[config.mk]
export PLATFORM = sky130hd
export DESIGN_NAME = char_lcd_nibble_writer
export DESIGN_NICKNAME = d
export VERILOG_FILES = /design/src/rtl/clcd_pkg.sv /design/src/rtl/clcd_front.sv /design/src/rtl/clcd_queue.sv /design/src/rtl/clcd_back.sv /design/src/rtl/char_lcd_nibble_writer.sv
export VERILOG_INCLUDE_DIRS = /design/src /design/src/rtl
export SDC_FILE = /design/constraint.sdc
export NUM_CORES = 1
export LEC_CHECK = 0
export ABC_AREA = 1
export CAP_MARGIN = 20
export CORE_ASPECT_RATIO = 1.1
export CORE_UTILIZATION = 57
export DETAILED_ROUTE_END_ITERATION = 8
export DONT_BUFFER_PORTS = 1
export GPL_TIMING_DRIVEN = 1
export PLACE_DENSITY = 0.82
export REMOVE_ABC_BUFFERS = 1
export SLEW_MARGIN = 0
export SYNTH_ARGS = -nofsm -noshare
export SYNTH_HDL_FRONTEND = slang
export SYNTH_SLANG_ARGS = --single-unit
[constraint.sdc]
create_clock -name clk -period 2.5 [get_ports clk]
set_clock_uncertainty 0.05 [all_clocks]
set_input_delay 0.125 -clock clk [delete_from_list [all_inputs] [get_ports clk]]
set_output_delay 0.125 -clock clk [all_outputs]
set_load 0.03 [all_outputs]
[src/rtl/char_lcd_nibble_writer_macros.svh]
// Assertion helpers shared by the RTL files.
// Each check is sampled on the rising clock and held off while reset is active.
`ifndef CHAR_LCD_NIBBLE_WRITER_MACROS_SVH
`define CHAR_LCD_NIBBLE_WRITER_MACROS_SVH

`ifndef ASSERT_OFF

`define ASSERT_ALWAYS(label, clk, rst_n, cond, msg) \
	label: assert property (@(posedge clk) disable iff (!rst_n) (cond)) else $error(msg);

`define ASSERT_IMPLY(label, clk, rst_n, ante, cons, msg) \
	label: assert property (@(posedge clk) disable iff (!rst_n) (ante) |-> (cons)) \
		else $error(msg);

`else

`define ASSERT_ALWAYS(label, clk, rst_n, cond, msg)

`define ASSERT_IMPLY(label, clk, rst_n, ante, cons, msg)

`endif

`endif

[src/rtl/clcd_pkg.sv]
`default_nettype none

package clcd_pkg;

	// Operation codes carried in the input tuser.
	localparam logic [2:0] MODE_CMD    = 3'd0;
	localparam logic [2:0] MODE_CHAR   = 3'd1;
	localparam logic [2:0] MODE_STRING = 3'd2;
	localparam logic [2:0] MODE_INIT   = 3'd3;
	localparam logic [2:0] MODE_GOTO   = 3'd4;

	// Configuration register indexes.
	localparam logic [1:0] CFG_ENABLE_PULSE = 2'd0;
	localparam logic [1:0] CFG_POWER_UP     = 2'd1;
	localparam logic [1:0] CFG_INIT_STEP    = 2'd2;
	localparam logic [1:0] CFG_ROW_LENGTH   = 2'd3;

	// Register reset values.
	localparam logic [15:0] POWER_UP_WAIT_RST = 16'd20000;
	localparam logic [15:0] INIT_STEP_WAIT_RST = 16'd5000;
	localparam logic [5:0]  ROW_LENGTH_RST = 6'd16;

	// Controller opcodes.
	localparam logic [7:0] OP_WAKE_8BIT    = 8'h33;
	localparam logic [7:0] OP_WAKE_4BIT    = 8'h32;
	localparam logic [7:0] OP_FUNC_4BIT_2L = 8'h28;
	localparam logic [7:0] OP_DISPLAY_ON   = 8'h0C;
	localparam logic [7:0] OP_ENTRY_INC    = 8'h06;
	localparam logic [7:0] OP_CLEAR        = 8'h01;
	localparam logic [7:0] OP_ROW0_BASE    = 8'h80;
	localparam logic [7:0] OP_ROW1_BASE    = 8'hC0;

	// What the back end has to send for one queued request.
	typedef enum logic [1:0] {
		JOB_BYTE,
		JOB_BYTE_ROW1,
		JOB_BYTE_CLEAR,
		JOB_INIT
	} job_kind_t;

	typedef struct packed {
		job_kind_t  kind;
		logic [7:0] data;
		logic       rs;
	} job_t;

	// One byte of a job with its register select and its lead-in wait.
	typedef struct packed {
		logic [7:0]  value;
		logic        rs;
		logic [15:0] wait_us;
	} xfer_byte_t;

	// Index of the final byte of a job.
	function automatic logic [2:0] job_last_idx(job_kind_t kind);
		logic [2:0] r;
		case (kind)
			JOB_BYTE:       r = 3'd0;
			JOB_BYTE_ROW1:  r = 3'd1;
			JOB_BYTE_CLEAR: r = 3'd2;
			JOB_INIT:       r = 3'd5;
			default:        r = 3'd0;
		endcase
		return r;
	endfunction

	// Byte number idx of a job.
	function automatic xfer_byte_t job_byte(job_t j, logic [2:0] idx,
			logic [15:0] power_up_wait, logic [15:0] init_step_wait);
		xfer_byte_t b;
		b.value = j.data;
		b.rs = 1'b0;
		b.wait_us = '0;
		if (j.kind == JOB_INIT) begin
			case (idx)
				3'd0: begin
					b.value = OP_WAKE_8BIT;
					b.wait_us = power_up_wait;
				end
				3'd1: begin
					b.value = OP_WAKE_4BIT;
					b.wait_us = init_step_wait;
				end
				3'd2: begin
					b.value = OP_FUNC_4BIT_2L;
					b.wait_us = init_step_wait;
				end
				3'd3: b.value = OP_DISPLAY_ON;
				3'd4: b.value = OP_ENTRY_INC;
				default: b.value = OP_CLEAR;
			endcase
		end else begin
			case (idx)
				3'd0: begin
					b.value = j.data;
					b.rs = j.rs;
				end
				3'd1: b.value = (j.kind == JOB_BYTE_ROW1) ? OP_ROW1_BASE : OP_CLEAR;
				default: b.value = OP_ROW0_BASE;
			endcase
		end
		return b;
	endfunction

endpackage

`default_nettype wire

[src/rtl/clcd_front.sv]
`default_nettype none

module clcd_front import clcd_pkg::*; (
	input  wire logic       clk,
	input  wire logic       arst_n,
	input  wire logic       in_valid,
	output logic            in_ready,
	input  wire logic [2:0] mode,
	input  wire logic [7:0] data_byte,
	input  wire logic       string_first,
	input  wire logic [1:0] row,
	input  wire logic [5:0] column,
	input  wire logic [5:0] row_length,
	input  wire logic       q_full,
	output logic            push,
	output job_t            job
);

	logic [6:0] count_q;
	logic [6:0] count_base;
	logic [6:0] count_inc;
	logic [6:0] count_d;
	logic       accept;
	logic       emits;
	logic       wrap_row;
	logic       wrap_clear;

	assign in_ready = !q_full;
	assign accept = in_valid && in_ready;

	// String counting: restart, bump, and check for the two wrap points.
	always_comb begin
		count_base = string_first ? 7'd0 : count_q;
		count_inc = count_base + 7'd1;
		wrap_row = (row_length != 6'd0) && (count_inc == {1'b0, row_length});
		wrap_clear = (row_length != 6'd0) && (count_inc == {row_length, 1'b0});
		if (data_byte == 8'd0) begin
			count_d = count_base;
		end else if (wrap_clear) begin
			count_d = 7'd0;
		end else begin
			count_d = count_inc;
		end
	end

	// Turn the request into a job for the back end.
	always_comb begin
		emits = 1'b0;
		job.kind = JOB_BYTE;
		job.data = data_byte;
		job.rs = 1'b0;
		case (mode)
			MODE_CMD: emits = 1'b1;
			MODE_CHAR: begin
				emits = 1'b1;
				job.rs = 1'b1;
			end
			MODE_STRING: begin
				emits = (data_byte != 8'd0);
				job.rs = 1'b1;
				if (wrap_clear) begin
					job.kind = JOB_BYTE_CLEAR;
				end else if (wrap_row) begin
					job.kind = JOB_BYTE_ROW1;
				end
			end
			MODE_INIT: begin
				emits = 1'b1;
				job.kind = JOB_INIT;
			end
			MODE_GOTO: begin
				emits = !row[1];
				job.data = (row[0] ? OP_ROW1_BASE : OP_ROW0_BASE) + {2'b00, column};
			end
			default: emits = 1'b0;
		endcase
	end

	assign push = accept && emits;

	always_ff @(posedge clk or negedge arst_n) begin
		if (!arst_n) begin
			count_q <= '0;
		end else if (accept && (mode == MODE_STRING)) begin
			count_q <= count_d;
		end
	end

endmodule

`default_nettype wire

[src/rtl/clcd_queue.sv]
`default_nettype none
`include "char_lcd_nibble_writer_macros.svh"

module clcd_queue import clcd_pkg::*; (
	input  wire logic clk,
	input  wire logic arst_n,
	input  wire logic wr_en,
	input  wire job_t wr_data,
	output logic      full,
	input  wire logic rd_en,
	output job_t      rd_data,
	output logic      empty
);

	job_t       mem_q [2];
	logic       wr_ptr_q;
	logic       rd_ptr_q;
	logic [1:0] count_q;

	assign full = (count_q == 2'd2);
	assign empty = (count_q == 2'd0);
	assign rd_data = mem_q[rd_ptr_q];

	// Two-entry job store.
	always_ff @(posedge clk) begin
		if (wr_en) begin
			mem_q[wr_ptr_q] <= wr_data;
		end
	end

	// Pointers and fill level.
	always_ff @(posedge clk or negedge arst_n) begin
		if (!arst_n) begin
			wr_ptr_q <= 1'b0;
			rd_ptr_q <= 1'b0;
			count_q <= '0;
		end else begin
			if (wr_en) begin
				wr_ptr_q <= !wr_ptr_q;
			end
			if (rd_en) begin
				rd_ptr_q <= !rd_ptr_q;
			end
			case ({wr_en, rd_en})
				2'b10:   count_q <= count_q + 2'd1;
				2'b01:   count_q <= count_q - 2'd1;
				default: count_q <= count_q;
			endcase
		end
	end

	`ASSERT_ALWAYS(a_queue_level, clk, arst_n, count_q <= 2'd2, "queue level above two")
	`ASSERT_IMPLY(a_queue_no_pop_empty, clk, arst_n, rd_en, !empty, "pop from empty queue")
	`ASSERT_IMPLY(a_queue_ptrs, clk, arst_n, count_q == 2'd0 || count_q == 2'd2,
		wr_ptr_q == rd_ptr_q, "queue pointers disagree with level")

endmodule

`default_nettype wire

[src/rtl/clcd_back.sv]
`default_nettype none
`include "char_lcd_nibble_writer_macros.svh"

module clcd_back import clcd_pkg::*; (
	input  wire logic        clk,
	input  wire logic        arst_n,
	input  wire job_t        job,
	input  wire logic        job_valid,
	output logic             pop,
	input  wire logic [15:0] power_up_wait,
	input  wire logic [15:0] init_step_wait,
	output logic             out_valid,
	input  wire logic        out_ready,
	output logic [3:0]       out_nibble,
	output logic             out_rs,
	output logic [15:0]      out_wait,
	output logic             out_last
);

	logic [2:0] idx_q;
	logic       phase_q;
	logic       out_valid_q;
	logic [3:0] nibble_q;
	logic       rs_q;
	logic [15:0] wait_q;
	logic       last_q;
	xfer_byte_t cur;
	logic       load;
	logic       last_byte;
	logic       last_xfer;

	// Pick the current byte and nibble of the head job.
	always_comb begin
		cur = job_byte(job, idx_q, power_up_wait, init_step_wait);
		last_byte = (idx_q == job_last_idx(job.kind));
		last_xfer = phase_q && last_byte;
		load = job_valid && (!out_valid_q || out_ready);
		pop = load && last_xfer;
	end

	// Byte and nibble position within the job.
	always_ff @(posedge clk or negedge arst_n) begin
		if (!arst_n) begin
			idx_q <= '0;
			phase_q <= 1'b0;
			out_valid_q <= 1'b0;
		end else begin
			if (load) begin
				out_valid_q <= 1'b1;
				phase_q <= !phase_q;
				if (phase_q) begin
					idx_q <= last_byte ? 3'd0 : idx_q + 3'd1;
				end
			end else if (out_ready) begin
				out_valid_q <= 1'b0;
			end
		end
	end

	// Output register holding one transfer request.
	always_ff @(posedge clk) begin
		if (load) begin
			nibble_q <= phase_q ? cur.value[3:0] : cur.value[7:4];
			rs_q <= cur.rs;
			wait_q <= phase_q ? 16'd0 : cur.wait_us;
			last_q <= last_xfer;
		end
	end

	assign out_valid = out_valid_q;
	assign out_nibble = nibble_q;
	assign out_rs = rs_q;
	assign out_wait = wait_q;
	assign out_last = last_q;

	`ASSERT_IMPLY(a_back_idx_range, clk, arst_n, job_valid,
		idx_q <= job_last_idx(job.kind), "byte index past end of job")
	`ASSERT_IMPLY(a_back_phase_job, clk, arst_n, phase_q, job_valid,
		"low nibble pending without a job")
	`ASSERT_IMPLY(a_back_idle_pos, clk, arst_n, !job_valid,
		idx_q == 3'd0 && !phase_q, "position not cleared between jobs")

endmodule

`default_nettype wire

[src/rtl/char_lcd_nibble_writer.sv]
`default_nettype none

// Character LCD nibble writer for a 4-bit HD44780-style bus. Each input request
// (tuser = mode) is a command byte, a character, a counted string character, the
// power-up sequence, or a cursor move; every byte leaves as two transfer requests,
// high nibble first, each with its lead-in wait in microseconds, and tlast marks the
// final transfer of a request. The back end emits one transfer per clock while a job
// is queued and the receiver is ready: 2 transfers for a plain byte, 4 or 6 for a
// string character that wraps the row or clears the screen, 12 for the init sequence.
// A two-entry job queue sits between the request decoder and the transfer sequencer,
// so new requests are taken while earlier ones are still being sent. Requests that
// send nothing (string terminator, goto to row 2 or 3, unused modes) are accepted
// without queueing a job. The enable pulse width register is accepted but does not
// affect any transfer request; the pin driver applies its own pulse timing.
module char_lcd_nibble_writer import clcd_pkg::*; (
	input  wire logic        clk,
	input  wire logic        arst_n,
	input  wire logic        s_axis_tvalid,
	output logic             s_axis_tready,
	// data_byte[7:0], string_first[8], row[10:9], column[16:11], zero[23:17]
	input  wire logic [23:0] s_axis_tdata,
	// mode[2:0]
	input  wire logic [2:0]  s_axis_tuser,
	output logic             m_axis_tvalid,
	input  wire logic        m_axis_tready,
	// nibble[3:0], wait_before_us[19:4], zero[23:20]
	output logic [23:0]      m_axis_tdata,
	// reg_select[0]
	output logic             m_axis_tuser,
	output logic             m_axis_tlast,
	input  wire logic        cfg_wen,
	input  wire logic [1:0]  cfg_index,
	input  wire logic [15:0] cfg_wdata
);

	logic [15:0] power_up_wait_q;
	logic [15:0] init_step_wait_q;
	logic [5:0]  row_length_q;
	logic        push;
	logic        pop;
	logic        q_full;
	logic        q_empty;
	job_t        wr_job;
	job_t        head_job;
	logic [3:0]  out_nibble;
	logic [15:0] out_wait;

	// Configuration registers.
	always_ff @(posedge clk or negedge arst_n) begin
		if (!arst_n) begin
			power_up_wait_q <= POWER_UP_WAIT_RST;
			init_step_wait_q <= INIT_STEP_WAIT_RST;
			row_length_q <= ROW_LENGTH_RST;
		end else if (cfg_wen) begin
			case (cfg_index)
				CFG_POWER_UP:   power_up_wait_q <= cfg_wdata;
				CFG_INIT_STEP:  init_step_wait_q <= cfg_wdata;
				CFG_ROW_LENGTH: row_length_q <= cfg_wdata[5:0];
				default:        power_up_wait_q <= power_up_wait_q;
			endcase
		end
	end

	clcd_front u_front (
		.clk          (clk),
		.arst_n       (arst_n),
		.in_valid     (s_axis_tvalid),
		.in_ready     (s_axis_tready),
		.mode         (s_axis_tuser),
		.data_byte    (s_axis_tdata[7:0]),
		.string_first (s_axis_tdata[8]),
		.row          (s_axis_tdata[10:9]),
		.column       (s_axis_tdata[16:11]),
		.row_length   (row_length_q),
		.q_full       (q_full),
		.push         (push),
		.job          (wr_job)
	);

	clcd_queue u_queue (
		.clk     (clk),
		.arst_n  (arst_n),
		.wr_en   (push),
		.wr_data (wr_job),
		.full    (q_full),
		.rd_en   (pop),
		.rd_data (head_job),
		.empty   (q_empty)
	);

	clcd_back u_back (
		.clk            (clk),
		.arst_n         (arst_n),
		.job            (head_job),
		.job_valid      (!q_empty),
		.pop            (pop),
		.power_up_wait  (power_up_wait_q),
		.init_step_wait (init_step_wait_q),
		.out_valid      (m_axis_tvalid),
		.out_ready      (m_axis_tready),
		.out_nibble     (out_nibble),
		.out_rs         (m_axis_tuser),
		.out_wait       (out_wait),
		.out_last       (m_axis_tlast)
	);

	assign m_axis_tdata = {4'd0, out_wait, out_nibble};

endmodule

`default_nettype wire

==> results of run 1 <==
## routing by layer
layer / track usage (%) / wire [um] / vias to the layer above
li1: - / - / 1780
met1: 32.64 / 3986 / 1801
met3: 5.013 / 454 / 36
met4: 14.76 / 413 / 0
met2: 44.08 / 5487 / 145
met5: 0 / 0 / -
## worst max-delay path by stage
stage,start,endpoint,slack (ns),depth (start not counted)
after floorplan,u_back.out_valid,u_queue.count_q[1],-0.19,11
after global placement,u_queue.rd_ptr_q,u_queue.count_q[1],0.36,13
after detailed placement,u_queue.rd_ptr_q,u_queue.count_q[1],0.29,12
after CTS,u_queue.rd_ptr_q,u_queue.count_q[1],0.28,12
after global routing,u_queue.rd_ptr_q,u_queue.count_q[1],0.03,13
final,u_queue.rd_ptr_q,u_queue.count_q[1],0.27,13
## flip-flops by register name, summed over array words and instances, names as in the netlist, 2 cells and up
name               cells
u_queue.mem_q         22
init_step_wait_q      16
power_up_wait_q       16
u_back.out_wait       16
u_front.count_q        7
row_length_q           6
u_back.out_nibble      4
u_back.idx_q           3
u_queue.count_q        2
## cells by family (layout without fill, tap and decap cells)
logic type,count (synthesis),in the layout,synth area share (%)
AO/OA/AOI/OAI,110,110,13.40
multiplexers,8,8,1.831
XOR/XNOR,8,8,1.486
adder cells (fa/ha/maj),7,7,1.858
flip-flops,98,98,56.98
buffers and inverters,76,118,6.449
AND/OR/NAND/NOR,205,205,17.91
other,1,4,0.07954
## worst max-delay path, delay by kind of cell (launching register included)
| family | cells | cell delay [ns] |
|---|---|---|
| AO/OA/AOI/OAI | 3 | 0.37 |
| XOR/XNOR | 1 | 0.15 |
| adder cells (fa/ha/maj) | 1 | 0.26 |
| buffers and inverters | 3 | 0.29 |
| flip-flops | 1 | 0.44 |
| AND/OR/NAND/NOR | 5 | 0.56 |
## area by class of cell
| cell class | instances | area, sq um | share of cell area [%] |
|---|---|---|---|
| clock buffer | 10 | 127.6 | 2.363 |
| inverter | 58 | 217.7 | 4.031 |
| clock inverter | 6 | 71.32 | 1.320 |
| sequential | 98 | 2686 | 49.73 |
| timing repair buffer | 44 | 427.9 | 7.922 |
| multi-input combinational | 342 | 1735 | 32.13 |
| tap | 108 | 135.1 | 2.502 |
## metrics by stage
step / util (%) / cells / hold slack [ns] / power (W)
4_1_cts: 67.90 / 666 / 0.0004776 / 0.005900
5_1_grt: 67.90 / 666 / 0.02812 / 0.006310
6_report: 67.90 / 666 / 0.03001 / 0.005922
3_5_place_dp: 61.15 / 618 / -0.2184 / 0.004789
2_1_floorplan: - / 498 / -0.2206 / 0.004224
3_3_place_gp: 61.15 / 618 / -0.2184 / 0.004690
## cell usage in the layout, fill, tap and decap left out, types with 3 or more instances in the layout
cell type	instances
a21oi_1	19
a22oi_1	16
buf_4	12
clkbuf_8	9
conb_1	4
dfrtp_1	43
dfstp_2	11
dlygate4sd3_1	31
edfxtp_1	44
ha_1	7
inv_1	54
inv_2	4
mux2_2	5
mux2i_1	3
nand2_1	109
nand3_1	19
nand3b_1	3
nor2_1	62
nor3_1	3
o21ai_0	57
o21ai_1	3
o22ai_1	4
xor2_1	6
## power by group
| part | internal, W | switching, W | leakage (nW) |
|---|---|---|---|
| Clock | 0.000476 | 0.000577 | 0.0992 |
| Combinational | 0.000701 | 0.00130 | 1.22 |
| Sequential | 0.00225 | 0.000611 | 1.07 |
| Total | 0.00343 | 0.00249 | 2.39 |
==> results.ini, run 1 <==
[synthesis]
synth_edf_count = 44
synth_commonest_cells = 109 x nand2_1, 62 x nor2_1, 57 x o21ai_0
ys_seq_area_share_pct = 56.98
synthCells = 513
syn-cell-area_sq_um = 4715
synth_top_area_share_pct = 28.03
yosysMostFrequentCell = nand2_1
ys_ff_latch = 98
async_flop_share_pct = 55.10
ys_warn_count = 0
synthTopCellsByArea = edfxtp_1 28%, dfrtp_1 23%, nand2_1 8.7%
ys_types = 39
syn_avg_cell_area_sq_um = 9.190
yosys.area.top_type = edfxtp_1
synth-main-ff-cell = edfxtp_1

[worst_setup_path]
crit_type = flop to flop
crit_path_start_kind = flop
required_ns = 2.69
crit_arrival_ns = 2.42
endpoint_kind = flop
crit_fanout = 8
ff2ff_path_depth = 13
r2r_end = u_queue.count_q[1]
r2r-start = u_queue.rd_ptr_q
slowest_stage = dfrtp_1
path_cells = inv_2 -> nand2_1 -> nand2_1 -> inv_2 -> nor2_4 -> inv_2 -> a21oi_2 -> nand2_2 -> nor2_4 -> ha_1 -> a21oi_1 -> o21ai_0 -> xor2_1
cpPeakStageDelay_ns = 0.44
crit_top_cell = inv_2
rrSetupSlack_ns = 0.27

[final_layout]
syn_to_final_growth_pct = 14.57
n_fill_cell = 580
num_antenna_cells = 0
drive_gt1_share_pct = 10.39
design_area_sq_um = 5401
final_nets = 610

[clock_tree]
insertion_delay_ns = 0.35
tritoncts = built
cts.sink_count = 98
clock_path_buffers = 2
h-tree-depth = 3
numCtsBuffers = 9
clk_pin_slew_ns = 0.10
cts-resized-gates = 0
cts_hold_buf = 32
cts-root-buf = clkbuf_8
post_cts_buffers = 0

[pwr]
ir_drop_v = 0.0005434
p_leak_nw = 2.390
power_density_nw_per_um2 = 1096

[place]
hpwl_mm = 6.543
gp_congestion = 0.9018
portBuffers = 0
place_ws_ns = 0.2949
postPlaceCellArea_sq_um = 4865

[routing]
ant_nets = 0
vias = 3762
routedWlPerCell_um = 15.53
wirelength_mm = 10.34
drc = 0
via_per_inst = 5.649
drt_iter0_markers = 305
dr.pass1.iters = 5

[global_routing]
grt_pass1_wl_mm = 17.50
grt_overflow_total = 0
track_usage_pct = 26.76
antenna_found_initial = 0
grt_max_degree = 55
grt_pass1_vias = 3768

[timing]
setup_viol = 0
maxSlewHeadroom_pct = 35.77
drv_slew = 0
final.setup.worst_slack_ns = 0.2694
setup_tns_ns = 0
worst_pin_slew_ns = 0.9611
rsz0062_at_grt = false
hold_viol_final = 0
timing.fmax_ghz = 0.4483
period_needed_ns = 2.231
fin_crit_sh_pct = 89.22

[die]
core_sq_um = 7955
io_pins = 78
die_y_um = 97.39
rows = 34
initial_core_util_pct = 59.26
die_x_um = 88.72
dieArea_sq_um = 8640

[min_path]
hold_path_end = u_front.count_q[3]
min_path_cells = 3
hp-start = s_axis_tdata[8]
hp-class = primary input to flop

[job]
max-cap-violations = 0

[run_status]
status = completed

Note: power is estimated with default switching activity, not from simulation.
==> run 2: changes to the inputs <==
- CORE_UTILIZATION: 57 -> 58
- PLACE_DENSITY: 0.82 -> 0.83
- SYNTH_HIERARCHICAL: unset -> 1
==> run 2 against run 1 <==
Flip-flop and latch count is the same; critical path depth shrank 8; maximum frequency rose by 0.74%; sequential share of layout area down 4.1 points; synthesized cell count rose by 20%; core utilization increased by 1.4 points; worst setup slack improved by 0.016 ns; largest cell class unchanged.
==> results.ini, run 2 <==
[synthesis]
synth-main-ff-cell = edfxtp_1
synthCells = 617  ; +20%
async_flop_share_pct = 55.10  ; unchanged
ys_warn_count = 6  ; +6
ys_types = 35  ; -10%
synth_top_area_share_pct = 25.56  ; -2.5 points
syn-cell-area_sq_um = 5170  ; +9.7%
synth_commonest_cells = 207 x nand2_1, 63 x inv_1, 46 x nor2_1
ys_seq_area_share_pct = 51.96  ; -5.0 points
syn_avg_cell_area_sq_um = 8.379  ; -8.8%
yosys.area.top_type = edfxtp_1
synth_edf_count = 44  ; unchanged
ys_ff_latch = 98  ; unchanged
synthTopCellsByArea = edfxtp_1 26%, dfrtp_1 21%, nand2_1 15%
yosysMostFrequentCell = nand2_1

[die]
dieArea_sq_um = 9296  ; +7.6%
io_pins = 78  ; unchanged
die_y_um = 101.0  ; +3.7%
core_sq_um = 8496  ; +6.8%
die_x_um = 92.02  ; +3.7%
rows = 35  ; +2.9%
initial_core_util_pct = 60.85  ; +1.6 points

[final_layout]
design_area_sq_um = 5887  ; +9.0%
regMostFlops = u_queue/mem_q
final_cell_mix = 207 x nand2_1, 63 x inv_1, 46 x nor2_1
syn_to_final_growth_pct = 13.87
largest_register_ffs = 22  ; unchanged
num_antenna_cells = 0  ; unchanged
final_nets = 714  ; +17%
final_common_cell = nand2_1
drive_gt1_share_pct = 10.29  ; -0.11 points
fin_cells = 772  ; +16%

[place]
hpwl_mm = 7.353  ; +12%
dp_cells = 712  ; +15%
portBuffers = 0  ; unchanged
gp_congestion = 0.9308  ; +3.2%
postPlaceCellArea_sq_um = 5205  ; +7.0%

[worst_setup_path]
slowest_stage = dlygate4sd3_1
path_cells = dlygate4sd3_1 -> nand4_1 -> dlygate4sd3_1 -> nand2_1 -> dlygate4sd3_1
crit_path_start_kind = primary input
crit_arrival_ns = 2.49  ; +0.07 ns
ff2ff_path_depth = 11  ; -2
worst-path-stages = 5  ; -8
worstPathBufferInverterCount = 3  ; unchanged
required_ns = 2.77  ; +0.08 ns
r2r-start = u_queue/rd_ptr_q
rrSetupSlack_ns = 0.29  ; +0.02 ns
cpPeakStageDelay_ns = 1.01  ; +0.57 ns
r2r_end = u_queue/count_q[1]
crit_fanout = 18  ; +10
endpoint_kind = flop
crit_family = buffers and inverters
crit_top_cell = dlygate4sd3_1
crit_type = primary input to flop

[pwr]
internal_power_w = 0.003386  ; -1.3%
swShare_pct = 43.59  ; +1.5 points
p_leak_nw = 2.733  ; +14%
comb_power_share_pct = 33.3  ; -0.6 points
p_switching_w = 0.002616  ; +5.0%
ir_drop_v = 0.0005597  ; +3.0%
power_density_nw_per_um2 = 1019  ; -7.0%
pwr-share-seq_pct = 48.1  ; -0.3 points
clockPowerShare_pct = 18.6  ; +0.8 points

[global_routing]
grt_overflow_total = 0  ; unchanged
antenna_found_initial = 0  ; unchanged
grt_pass1_vias = 4219  ; +12%
grt_pass1_wl_mm = 19.54  ; +12%
track_usage_pct = 27.10  ; +0.33 points
grt_max_degree = 55  ; unchanged

[clock_tree]
h-tree-depth = 3  ; unchanged
clk_pin_slew_ns = 0.10  ; about the same
clock_path_buffers = 2  ; unchanged
cts-root-buf = clkbuf_8
numCtsBuffers = 9  ; unchanged
tritoncts = built
insertion_delay_ns = 0.38  ; +0.03 ns
cts.sink_count = 98  ; unchanged
post_cts_buffers = 0  ; unchanged

[timing]
rsz0062_at_grt = false
fin_crit_sh_pct = 88.57  ; -0.66 points
hold_viol_final = 0  ; unchanged
drv_slew = 0  ; unchanged
timing.fmax_ghz = 0.4516  ; +0.74%
period_needed_ns = 2.214  ; -0.01640 ns
worst_pin_slew_ns = 0.7427  ; -0.2184 ns
maxSlewHeadroom_pct = 50.32  ; +15 points
setup_viol = 0  ; unchanged
setup_tns_ns = 0  ; unchanged

[min_path]
hp-start = s_axis_tdata[6]
min_path_cells = 2  ; -1
hp-class = primary input to flop
hold_path_end = u_queue/mem_q[1][7]

[routing]
via_per_inst = 5.701  ; +0.92%
vias = 4401  ; +17%
ant_nets = 0  ; unchanged
dr.pass1.iters = 5  ; unchanged
routedWlPerCell_um = 15.62  ; +0.60%
drc = 0  ; unchanged
drt_iter0_markers = 285  ; -6.6%
wirelength_mm = 12.06  ; +17%

[run_status]
status = completed

[job]
max-cap-violations = 0  ; unchanged

## run 2: changes by cell type in the layout (fill, tap and decap cells not counted), moves of 9 or more
cell,previous run,this run
nand2_1,109,207
a21oi_1,19,43
nand4_1,2,45
dlygate4sd3_1,31,42
a22oi_1,16,0
nor2_1,62,46
o21ai_0,57,13
inv_1,54,63
## run 2: cell families after synthesis
logic type,count (synthesis),synth area share (%)
AND/OR/NAND/NOR,338,28.97
buffers and inverters,98,8.736
other,1,0.07253
AO/OA/AOI/OAI,67,7.140
flip-flops,98,51.96
adder cells (fa/ha/maj),8,1.936
XOR/XNOR,7,1.186
## run 2: worst max path at each step
stage	from	end
2_1_floorplan	u_queue/rd_ptr_q	u_queue/count_q[1]
3_3_place_gp	u_queue/rd_ptr_q	u_queue/count_q[1]
3_5_place_dp	u_queue/rd_ptr_q	u_queue/count_q[1]
4_1_cts	cfg_index[0]	row_length_q[2]
5_1_grt	u_queue/rd_ptr_q	u_queue/count_q[1]
6_report	cfg_index[0]	row_length_q[2]
## run 2: final cells by class
type	count	area (sq um)
multi-input combinational	424	2043
clock inverter	7	90.09
fill	631	2609
inverter	71	276.5
clock buffer	9	123.9
timing repair buffer	52	528.0
sequential	98	2686
tap	111	138.9
## run 2: routing by layer
metal | track usage [%] | share of wire [%]
met5 | 0 | 0
met4 | 11.30 | 3.0
met3 | 6.486 | 7.4
met2 | 46.84 | 51
met1 | 32.57 | 39
## run 2: what timing repair did
item	4_1_cts	5_1_grt
hold endpoints to repair	107	2
hold buffers	43	1
resized for setup	0	0
endpoints found under the setup margin	0	0
## run 2: per-stage QoR
stage	hold slack [ns]	power, W	worst slack [ns]	util (%)
after global placement	-0.2183	0.004677	0.4464	61.27
after global routing	0.009422	0.006372	0.1080	69.29
after CTS	0.0005384	0.005967	0.3155	69.18
after floorplan	-0.2206	0.004255	0.1111	-
after detailed placement	-0.2187	0.004765	0.3820	61.27
final	0.006455	0.006001	0.2858	69.29
## run 2: power groups by stage
stage          registers, W  clock network (W)  logic, W
2_1_floorplan       0.00286                  0   0.00139
4_1_cts             0.00288            0.00112   0.00197
6_report            0.00289            0.00112   0.00200
3_3_place_gp        0.00289                  0   0.00179
3_5_place_dp        0.00291                  0   0.00185
5_1_grt             0.00294            0.00120   0.00224
==> run 3: changes to the inputs <==
- CORE_ASPECT_RATIO: 1.1 -> 1.4
- CTS_CLUSTER_DIAMETER: unset -> 60
==> run 3 against run 2 <==
Combinational power about the same; sequential power barely moved; final area shrank 0.87%; critical path type is now flop to flop; maximum frequency rose by 4.9%; first-iteration DRC count rose by 47%; hold slack worse by 0.0013 ns; critical path depth grew 6; clock power rose by 17%.
==> results.ini, run 3 (synthesis gave the netlist of run 2 again) <==
[run_status]
status = completed

[worst_setup_path]
crit_family = simple AND/OR/NAND/NOR gates
rrSetupSlack_ns = 0.39  ; +0.10 ns
crit_path_start_kind = flop
cpPeakStageDelay_ns = 0.43  ; -0.58 ns
crit_type = flop to flop
path_cells = o21ai_0 -> buf_4 -> nand2_4 -> nand2_1 -> nand3_1 -> nor2_1 -> ha_1 -> inv_1 -> nand3_1 -> nand2_1 -> nand2_1
crit_arrival_ns = 2.30  ; -0.19 ns
endpoint_kind = flop
crit_top_cell = nand2_1
crit_fanout = 8  ; -10
worstPathBufferInverterCount = 2  ; -1
required_ns = 2.69  ; -0.08 ns
slowest_stage = dfrtp_1

[routing]
drc = 0  ; unchanged
routedWlPerCell_um = 15.27  ; -2.2%
vias = 4328  ; -1.7%
drt_iter0_markers = 418  ; +47%
ant_nets = 0  ; unchanged
dr.pass1.iters = 5  ; unchanged
wirelength_mm = 11.54  ; -4.3%
via_per_inst = 5.725  ; +0.42%

[pwr]
swShare_pct = 41.98  ; -1.6 points
internal_power_w = 0.003573  ; +5.5%
clockPowerShare_pct = 21.3  ; +2.7 points
pwr-share-seq_pct = 46.7  ; -1.4 points
power_density_nw_per_um2 = 1055  ; +3.5%
comb_power_share_pct = 32.0  ; -1.3 points
p_leak_nw = 2.721  ; -0.46%
p_switching_w = 0.002586  ; -1.1%
ir_drop_v = 0.0006552  ; +17%

[final_layout]
final_cell_mix = 207 x nand2_1, 63 x inv_1, 46 x nor2_1
drive_gt1_share_pct = 10.15  ; -0.13 points
largest_register_ffs = 22  ; unchanged
regMostFlops = u_queue/mem_q
final_common_cell = nand2_1
multi_input_area_sq_um = 2043  ; unchanged
register_area_sq_um = 2686  ; unchanged
syn_to_final_growth_pct = 12.88
final_nets = 703  ; -1.5%
n_fill_cell = 661  ; +4.8%
fin_cells = 756  ; -2.1%

[die]
io_pins = 78  ; unchanged
core_sq_um = 8608  ; +1.3%
rows = 40  ; +14%
dieArea_sq_um = 9301  ; about the same
die_x_um = 81.80  ; -11%
initial_core_util_pct = 60.06  ; -0.80 points
die_y_um = 113.7  ; +13%

[clock_tree]
h-tree-depth = 3  ; unchanged
tritoncts = built
insertion_delay_ns = 0.35  ; -0.03 ns
post_cts_buffers = 0  ; unchanged
cts-root-buf = clkbuf_16
clock_path_buffers = 2  ; unchanged
cts-resized-gates = 0  ; unchanged
clk_pin_slew_ns = 0.07  ; -0.03 ns
cts.sink_count = 98  ; unchanged
numCtsBuffers = 9  ; unchanged

[place]
gp_congestion = 0.8625  ; -7.3%
hpwl_mm = 7.176  ; -2.4%
dp_cells = 705  ; -0.98%
portBuffers = 0  ; unchanged

[timing]
timing.fmax_ghz = 0.4735  ; +4.9%
drv_slew = 0  ; unchanged
fin_crit_sh_pct = 84.47  ; -4.1 points
setup_tns_ns = 0  ; unchanged
worst_pin_slew_ns = 0.8181  ; +0.07546 ns
rsz0062_at_grt = false
setup_viol = 0  ; unchanged
hold_viol_final = 0  ; unchanged
maxSlewHeadroom_pct = 45.28  ; -5.0 points
period_needed_ns = 2.112  ; -0.1024 ns

[job]
max-cap-violations = 0  ; unchanged

[global_routing]
grt_pass1_wl_mm = 19.25  ; -1.5%
grt_overflow_total = 0  ; unchanged
antenna_found_initial = 1  ; +1
grt_pass1_vias = 4162  ; -1.4%
track_usage_pct = 27.00  ; -0.093 points
grt_max_degree = 55  ; unchanged

[min_path]
hp-class = primary input to flop

-- run 3: cell count changes in the layout (fill, tap and decap cells not counted), sizes merged --
cell	delta
diode	+1
inv	-1
clkinv	+1
dlygate4sd3	-10
clkbuf	+1
bufinv	-1
buf	-1
-- run 3: timing repair --
action | in CTS | in global routing
setup endpoints to repair | 0 | 0
hold buffers | 34 | 0
endpoints found under the hold margin | 104 | 0
-- run 3: path summary, 6_finish.rpt --
| check | startpoint | to | cells after the start |
|---|---|---|---|
| max | u_queue/rd_ptr_q | u_queue/count_q[1] | 11 |
| min | s_axis_tdata[8] | u_front/count_q[1] | 3 |
| max reg2reg | u_queue/rd_ptr_q | u_queue/count_q[1] | 11 |
| min reg2reg | power_up_wait_q[5] | power_up_wait_q[5] | 2 |
| max in group asynchronous | arst_n | init_step_wait_q[3] | 2 |
| min in group asynchronous | arst_n | u_front/count_q[1] | 2 |
-- run 3: cell type report --
type	instances	area share, %
multi-input cells	424	35.01
clock inverters	6	0.7933
diodes	1	0.04288
well taps	105	2.251
repair buffers	41	7.204
inverters	71	4.738
clock buffers	10	3.924
flip-flops and latches	98	46.03
-- run 3: worst reg2reg max path, stage by stage (launching register included) --
cell	delay [ns]
dfrtp_1	0.43
o21ai_0	0.24
buf_4	0.16
nand2_4	0.10
nand2_1	0.08
nand3_1	0.16
nor2_1	0.21
ha_1	0.29
inv_1	0.08
nand3_1	0.07
nand2_1	0.07
nand2_1	0.06
-- run 3: stage by stage --
step           utilization, %  cell area, sq um  setup WS [ns]  hold slack [ns]  power (W)
2_1_floorplan               -              5006         0.1111          -0.2206   0.004255
3_3_place_gp            60.29              5190         0.4496          -0.2184   0.004654
3_5_place_dp            60.29              5190         0.3784          -0.2185   0.004756
4_1_cts                 67.76              5833         0.3645         0.003597   0.006143
5_1_grt                 67.79              5836         0.1849          0.02295   0.006551
6_report                67.79              5836         0.3883         0.005194   0.006159
-- run 3: power by group through the flow --
stage | Sequential (W) | Combinational [W] | Clock (W)
floorplan | 0.00286 | 0.00139 | 0
global placement | 0.00288 | 0.00178 | 0
detailed placement | 0.00291 | 0.00185 | 0
CTS | 0.00288 | 0.00195 | 0.00132
global route | 0.00295 | 0.00222 | 0.00139
finish | 0.00288 | 0.00197 | 0.00131
-- run 3: per-layer routing --
layer,share of wire (%),global-route usage (%)
met4,3.0,12.87
met3,7.1,5.760
met5,0,0
met1,39,33.69
met2,51,43.91
